<file path="config.mk">
export PLATFORM = sky130hd
export DESIGN_NAME = pwk_window
export DESIGN_NICKNAME = d
export VERILOG_FILES = /design/src/rtl/pwk_pkg.sv /design/src/rtl/pwk_window.sv
export SDC_FILE = /design/constraint.sdc
export NUM_CORES = 1
export LEC_CHECK = 0
export ABC_AREA = 1
export BUFFER_PORTS_ARGS = -buffer_cell sky130_fd_sc_hd__buf_2
export CORE_UTILIZATION = 57
export DETAILED_ROUTE_END_ITERATION = 12
export PLACE_DENSITY = 0.85
export SETUP_SLACK_MARGIN = 0.05
export SYNTH_ARGS = -nofsm -noshare
export SYNTH_HDL_FRONTEND = slang
export SYNTH_SLANG_ARGS = --single-unit
</file>
<file path="constraint.sdc">
create_clock -name vclk -period 2.68
set_clock_uncertainty 0.1 [all_clocks]
set_input_delay 0.134 -clock vclk [all_inputs]
set_output_delay 0.134 -clock vclk [all_outputs]
set_load 0.05 [all_outputs]
</file>
<file path="src/rtl/pwk_pkg.sv">
// Shared widths, constants, types and helper functions of the page table walker.
package pwk_pkg;

  localparam int unsigned PA_W              = 52;
  localparam int unsigned VA_W              = 48;
  localparam int unsigned ENTRY_W           = 64;
  localparam int unsigned VIDX_W            = 9;
  localparam int unsigned ENTRIES_PER_TABLE = 512;
  localparam int unsigned CFG_IDX_W         = 2;

  // Bit positions inside a table entry.
  localparam int unsigned PRESENT_BIT = 0;
  localparam int unsigned LARGE_BIT   = 7;

  // Mask that keeps the frame number of an entry, bits 51:12.
  localparam logic [ENTRY_W-1:0] NEXT_MASK = 64'h000F_FFFF_FFFF_F000;

  // Configuration register indexes.
  localparam logic [CFG_IDX_W-1:0] REG_ROOT_TABLE  = 2'd0;
  localparam logic [CFG_IDX_W-1:0] REG_WINDOW_BASE = 2'd1;

  // Request kinds.
  localparam logic REQ_WRITE     = 1'b0;
  localparam logic REQ_TRANSLATE = 1'b1;

  // Walk levels.
  typedef logic [1:0] level_t;
  localparam level_t LVL_TOP  = 2'd0;
  localparam level_t LVL_MID  = 2'd1;
  localparam level_t LVL_DIR  = 2'd2;
  localparam level_t LVL_LEAF = 2'd3;

  typedef enum logic [1:0] {
    S_IDLE,
    S_WALK,
    S_DONE
  } walk_state_t;

  // Result of one item before it moves to the output register.
  typedef struct packed {
    logic [PA_W-1:0] phys_address;
    logic            found;
    logic            out_of_window;
  } result_t;

  // Table index that a virtual address selects at a given level.
  function automatic logic [VIDX_W-1:0] vidx(input logic [VA_W-1:0] va, input level_t lvl);
    logic [VIDX_W-1:0] k;
    unique case (lvl)
      LVL_TOP: k = va[47:39];
      LVL_MID: k = va[38:30];
      LVL_DIR: k = va[29:21];
      default: k = va[20:12];
    endcase
    return k;
  endfunction

  // Physical byte address of entry k of the table whose frame sits in base.
  function automatic logic [PA_W-1:0] entry_addr(input logic [PA_W-1:0] base,
                                                  input logic [VIDX_W-1:0] k);
    return {base[PA_W-1:12], k, 3'b000};
  endfunction

endpackage

</file>
<file path="src/rtl/pwk_window.sv">
// Maps a physical byte address onto the table memory window and its entry index.
module pwk_window #(
  parameter int unsigned TABLE_FRAMES = 16
) (
  input  logic [pwk_pkg::PA_W-1:0]                                          phys,
  input  logic [pwk_pkg::PA_W-1:0]                                          base,
  output logic                                                              hit,
  output logic [$clog2(TABLE_FRAMES*pwk_pkg::ENTRIES_PER_TABLE)-1:0]        idx
);
  import pwk_pkg::*;

  localparam int unsigned MEM_DEPTH = TABLE_FRAMES * ENTRIES_PER_TABLE;
  localparam int unsigned IDX_W     = $clog2(MEM_DEPTH);
  localparam logic [PA_W-1:0] WINDOW_BYTES = PA_W'(MEM_DEPTH * 8);

  logic [PA_W:0] diff;

  // A borrow means the address lies below the window base.
  always_comb begin
    diff = {1'b0, phys} - {1'b0, base};
    hit  = !diff[PA_W] && (diff[PA_W-1:0] < WINDOW_BYTES);
    idx  = diff[IDX_W+2:3];
  end

endmodule

</file>
==> results.toml, run 1 <==
[yosys]
synth_area_leaders = "nand2_1 (29%), inv_1 (18%), ha_1 (14%)"
synthesis.nets = 1136
synth_top_cell_area_share_pct = 29.3
yosysSeqAreaShare_pct = 0
synth_warnings = 0
synthCells = 981
syn_area_um2 = 4650
yosysTopAreaCell = "nand2_1"
avgSynthCellArea_um2 = 4.74
yosysMostFrequentCell = "nand2_1"
synth.distinct_cells = 28
synthTopCellsByCount = "nand2_1 (363), inv_1 (222), nor2_1 (107)"

[die]
initial_utilization_pct = 59.5
rows = 32
ioPinCount = 118
die_h_um = 92.3
die_w_um = 92.3

[grt]
grt_use_total_pct = 86.3
grt_overflow_total = 208
grt_max_degree = 7

[placement]
gp_congestion = 1.05
place_hpwl_um = 16400
portBuffers = 118
place_area_um2 = 6000

[run_status]
failed_stage = "global routing (5_1_grt)"
tool.error = "[ERROR GRT-0232] Routing congestion too high. Check the congestion heatmap in the GUI."
status = "stopped before the end"

[timing]
worst-ep-kind = "output port"
grt-worst-endpoint = "hit"

[clock_network]
postCtsHoldBufs = 0
logic make-up after synthesis:
family	share of synthesized area, %
buffers and inverters	18.1
AND/OR/NAND/NOR	55.4
XOR/XNOR	2.83
AO/OA/AOI/OAI	9.99
adder cells (fa/ha/maj)	13.7
through the flow:
step                setup WS (ns)  cells  hold slack (ns)
CTS                        0.0533   1287            0.710
detailed placement         -0.130   1286            0.719
global placement           -0.104   1286            0.716
floorplan                   0.174    981            0.636
layer usage:
layer	GRT overflow	GRT usage, %
met1	0	81.1
met2	138	105
met3	13	70.9
met4	57	95.8
met5	0	29.5
timing repair:
action                                  in CTS
setup buffers                                1
resized for setup                           26
pin swaps                                    4
hold endpoints to repair                     0
endpoints found under the setup margin       1
==> inputs of run 2 (changes only) <==
--- a/config.mk
+++ b/config.mk
@@ -7,10 +7,9 @@
 export LEC_CHECK = 0
 export ABC_AREA = 1
 export BUFFER_PORTS_ARGS = -buffer_cell sky130_fd_sc_hd__buf_2
-export CORE_UTILIZATION = 57
+export CORE_UTILIZATION = 40
 export DETAILED_ROUTE_END_ITERATION = 12
-export PLACE_DENSITY = 0.85
-export SETUP_SLACK_MARGIN = 0.05
+export PLACE_DENSITY_LB_ADDON = 0.15
 export SYNTH_ARGS = -nofsm -noshare
 export SYNTH_HDL_FRONTEND = slang
 export SYNTH_SLANG_ARGS = --single-unit
==> run 2 against run 1 <==
The run now ends clean. Synthesized cell count stayed put. Synthesized area did not move.
==> results.toml, run 2 <==
[grt]
grt_pass1_vias = 5738
grt_overflow_total = 0
grt_pass1_wl_um = 28500
grt_max_degree = 7
antenna_found_initial = 0
grt_use_total_pct = 31.0

[timing]
hold_ws_ns = 0.679
drv_slew = 0
maxSlewHeadroom_pct = 74.2
max_freq_ghz = 0.381
finalSetupTns_ns = 0
hold_viol_final = 0
finalSetupViolCount = 0
worst_pin_slew_ns = 0.383
layout_min_cycle_time_ns = 2.62
finalWorstSetupSlack_ns = 0.0574
min_period_over_period_pct = 97.9

[detailed_routing]
ant_nets = 0
drt-wirelength-per-cell_um = 14.1
vias_per_cell = 4.94
drc_errors = 0
firstDrtPassIters = 5
via_count = 6821
drtIter0Drc = 532
wl_um = 19500

[worst_setup_path]
crit_required_ns = 2.45
critPathCaptureType = "output pin"
worstPathMaxFanout = 4
startpoint = "base[22]"
cp.arrival_ns = 2.39
critical_path_class = "input port to output pin"
crit_path_start_kind = "input port"

[hold_path]
holdCritStartpoint = "phys[3]"
hp-class = "input port to output pin"

[die]
die_h_um = 110
ioPinCount = 118
die_area_um2 = 12100
die_w_um = 110
coreArea_um2 = 11400
rows = 39
initial_utilization_pct = 40.9

[yosys]
synth.distinct_cells = 28
yosysMostFrequentCell = "nand2_1"
yosysSeqAreaShare_pct = 0
synth_top_cell_area_share_pct = 29.3
synthTopCellsByCount = "nand2_1 (363), inv_1 (222), nor2_1 (107)"
synthesis.nets = 1136
synth_area_leaders = "nand2_1 (29%), inv_1 (18%), ha_1 (14%)"
yosysTopAreaCell = "nand2_1"
synth_warnings = 0
syn_area_um2 = 4650
synthCells = 981
avgSynthCellArea_um2 = 4.74

[final_layout]
fillers = 1175
clock_buffers = 0
n_antenna_cell = 0
stdcell_count = 1380
final_cell_mix = "nand2_1 (311), inv_1 (208), buf_4 (137)"
multiInputGateArea_um2 = 4820
nFlopsAndLatches = 0
final_common_cell = "nand2_1"
register_area_um2 = 0
drive_gt1_share_pct = 37.6
area_growth_pct = 60.9
layout.nets = 1394
post-route-util_pct = 65.8

[power]
p_int_uw = 746
power_frac_seq_pct = 0
powerDensity_nw_per_um2 = 246
swShare_pct = 59.5
p_sw_mw = 1.10
vdd_drop_max_mv = 0.302
leakagePower_nw = 4.30
p_clk_share_pct = 0
combPwrFrac_pct = 100.0

[placement]
portBuffers = 118
dp.cells = 1371
place_hpwl_um = 16700
gp_congestion = 0.982
post-place-ws_ns = -0.189

[run]
max_cap_viol_count = 0

[run_status]
status = "completed"

[clock_network]
postCtsHoldBufs = 0
[run 2: final timing paths]
| kind | slack, ns | cells after the start | to |
|---|---|---|---|
| setup / recovery | 0.06 | 16 | hit |
| hold / removal | 0.68 | 4 | idx[0] |
[run 2: power by group through the flow]
| stage | Clock (mW) | Combinational [mW] | Sequential (mW) |
|---|---|---|---|
| after floorplan | 0 | 0.918 | 0 |
| after global placement | 0 | 1.53 | 0 |
| after detailed placement | 0 | 1.52 | 0 |
| after CTS | 0 | 1.55 | 0 |
| after global routing | 0 | 1.99 | 0 |
| final | 0 | 1.84 | 0 |
[run 2: layer usage]
metal / share of wire [%] / vias up / track usage [%]
met1: 48 / 3031 / 47.9
li1: - / 3529 / -
met4: 1.2 / 0 / 2.29
met2: 43 / 249 / 48.4
met5: 0 / - / 0
met3: 7.5 / 12 / 1.54
[run 2: cells by family (layout without fill, tap and decap cells)]
kind of cell,after synthesis,count (layout),share of synthesized area (%)
AOI/OAI and AO/OA,82,82,9.99
xor gates and xnor gates,15,15,2.83
adders and majority gates,51,51,13.7
buffers and inverters,224,480,18.1
and+or+nand+nor,609,609,55.4
[run 2: stage by stage]
step	cell area (um2)	power, mW
2_1_floorplan	4650	0.918
3_3_place_gp	6390	1.53
3_5_place_dp	6390	1.52
4_1_cts	6480	1.55
5_1_grt	7480	1.99
6_report	7480	1.84
[run 2: critical path, cell delays in order]
cell	delay [ns]
buf_2	0.07
inv_1	0.05
ha_4	0.29
buf_4	0.14
nand4_1	0.17
inv_2	0.12
nand2_2	0.08
nor2_4	0.13
a21boi_4	0.21
nor2_1	0.06
nand2_1	0.09
nand4_1	0.19
nor2_1	0.14
nand4_1	0.16
nor2_2	0.17
buf_6	0.17
[run 2: final cells by class]
cell class | count | share of cell area [%]
Tap cell | 143 | 2.39
Multi-Input combinational cell | 757 | 64.5
Inverter | 224 | 11.2
Timing Repair Buffer | 256 | 21.9
[run 2: repair_timing]
action / in CTS / in global routing
setup endpoints to repair: 1 / 1
buffers inserted: 0 / 9
resized for setup: 25 / 194
pin swaps: 2 / 38
Note: power is estimated with default switching activity, not from simulation.
==> inputs of run 3 (changes only) <==
--- a/config.mk
+++ b/config.mk
@@ -5,7 +5,6 @@
 export SDC_FILE = /design/constraint.sdc
 export NUM_CORES = 1
 export LEC_CHECK = 0
-export ABC_AREA = 1
 export BUFFER_PORTS_ARGS = -buffer_cell sky130_fd_sc_hd__buf_2
 export CORE_UTILIZATION = 40
 export DETAILED_ROUTE_END_ITERATION = 12
==> run 3 against run 2 <==
The flow now finishes with violations (negative setup slack). Worst hold slack improved by 0.024 ns. Synthesized area decreased by 17%. Non-clock buffer count rose by 65. Worst setup slack got worse by 0.82 ns. Final cell count is 27% lower. Critical path type unchanged. Largest cell class unchanged.
==> results.toml, run 3 <==
[run_status]
status = "complete, but fails checks"
violations = "negative setup slack"

[die]
rows = 35
ioPinCount = 118
coreArea_um2 = 9280
die_w_um = 100
die_area_um2 = 10100
die_h_um = 100
initial_utilization_pct = 41.6

[placement]
gp_congestion = 0.989
place_hpwl_um = 13000
portBuffers = 118
post-place-ws_ns = -1.01

[detailed_routing]
drc_errors = 0
drtIter0Drc = 275
via_count = 5610
firstDrtPassIters = 5
drt-wirelength-per-cell_um = 15.4
ant_nets = 0
vias_per_cell = 5.57
wl_um = 15500

[yosys]
synth_top_cell_area_share_pct = 16.5
synth.distinct_cells = 74
synthCells = 588
synthTopCellsByCount = "a21oi_1 (74), inv_1 (67), nand2_1 (63)"
yosysSeqAreaShare_pct = 0
synth_warnings = 0
syn_area_um2 = 3860
avgSynthCellArea_um2 = 6.57
synth_area_leaders = "ha_1 (17%), a21oi_1 (9.6%), inv_1 (6.5%)"
yosysTopAreaCell = "ha_1"
yosysMostFrequentCell = "a21oi_1"
synthesis.nets = 743

[timing]
worst_pin_slew_ns = 0.529
hold_viol_final = 0
max_freq_ghz = 0.290
finalSetupViolCount = 1
min_period_over_period_pct = 129
rsz0062_at_grt = "yes"
finalSetupTns_ns = -0.767
layout_min_cycle_time_ns = 3.45
finalWorstSetupSlack_ns = -0.767
drv_slew = 0
maxSlewHeadroom_pct = 64.5

[power]
swShare_pct = 54.0
leakagePower_nw = 3.16
power_frac_seq_pct = 0
powerDensity_nw_per_um2 = 274
combPwrFrac_pct = 100.0
p_clk_share_pct = 0
p_sw_uw = 954
p_int_uw = 814
vdd_drop_max_mv = 0.169

[final_layout]
layout.nets = 1035
final_common_cell = "buf_4"
post-route-util_pct = 69.5
area_growth_pct = 67.0
n_antenna_cell = 0
nFlopsAndLatches = 0
drive_gt1_share_pct = 47.7
final_cell_mix = "buf_4 (202), buf_2 (115), inv_1 (64)"
clock_buffers = 0
register_area_um2 = 0

[worst_setup_path]
slowest_stage = "ha_1"
endpoint = "hit"
crit_required_ns = 2.45
cp.arrival_ns = 3.21
cp_top_family = "compound AO/OA/AOI/OAI gates"
cp_cell_sequence = "buf_2, ha_1, a21o_1, a21oi_1, o211a_1, o211ai_1, buf_4, a21oi_2, buf_4, xor2_1, o211ai_1, nor4_4, nand4_1, nor4_4, buf_6"
worstPathMaxFanout = 4
critical_path_class = "input port to output pin"
crit_path_start_kind = "input port"
critPathCaptureType = "output pin"
crit_cells = 15
startpoint = "phys[3]"
path_buf_inv = 4
max_stage_delay_ns = 0.34

[grt]
grt_pass1_wl_um = 24500
grt_pass1_vias = 5421
antenna_found_initial = 0
grt_max_degree = 11
grt_overflow_total = 0
grt_use_total_pct = 29.7

[clock_network]
postCtsHoldBufs = 0

[hold_path]
hp-class = "input port to output pin"

[run]
max_cap_viol_count = 0
## run 3: per-layer routing
layer	track usage [%]	wire, um	vias up
met5	0	0	-
met4	7.69	425	0
met3	2.51	808	35
met2	54.8	7630	204
met1	36.7	6630	2611
li1	-	-	2760
## run 3: how the worst min path moves through the flow
stage / slack, ns / depth (start not counted) / to / start
floorplan: 0.67 / 2 / idx[6] / phys[9]
global placement: 0.71 / 4 / idx[0] / phys[3]
detailed placement: 0.73 / 4 / idx[0] / phys[3]
CTS: 0.73 / 4 / idx[0] / phys[3]
global route: 0.72 / 4 / idx[1] / phys[4]
finish: 0.70 / 4 / idx[1] / phys[4]
## run 3: cell type report
cell class / instances / area (um2)
multi-input combinational: 490 / 3880
fill: 838 / 2830
timing repair buffer: 321 / 2140
inverter: 67 / 264
tap: 129 / 161
## run 3: kinds of logic (layout without fill, tap and decap cells)
| logic type | count (synthesis) | count (layout) | share of synthesized area, % |
|---|---|---|---|
| AOI/OAI and AO/OA | 221 | 221 | 38.0 |
| and+or+nand+nor | 186 | 186 | 24.8 |
| buffers and inverters | 98 | 388 | 13.2 |
| adders and majority gates | 51 | 51 | 16.5 |
| xor gates and xnor gates | 27 | 27 | 6.12 |
| muxes | 5 | 5 | 1.36 |
## run 3: repair_timing
item	CTS	global route
gates cloned	0	0
setup buffers	4	3
gates resized for setup	58	35
setup endpoints to repair	1	2
pin swaps	19	16
## run 3: power by group through the flow
| stage | combinational [mW] | sequential (mW) | clock [mW] |
|---|---|---|---|
| finish | 1.77 | 0 | 0 |
| global route | 1.90 | 0 | 0 |
| CTS | 1.69 | 0 | 0 |
| detailed placement | 1.59 | 0 | 0 |
| global placement | 1.57 | 0 | 0 |
| floorplan | 0.955 | 0 | 0 |
## run 3: stage by stage
step | hold WS (ns) | power [mW] | cells | area (um2)
global route | 0.721 | 1.90 | 1007 | 6450
global placement | 0.712 | 1.57 | 1000 | 5910
finish | 0.703 | 1.77 | 1007 | 6450
detailed placement | 0.729 | 1.59 | 1000 | 5910
floorplan | 0.671 | 0.955 | 588 | 3970
CTS | 0.732 | 1.69 | 1004 | 6240
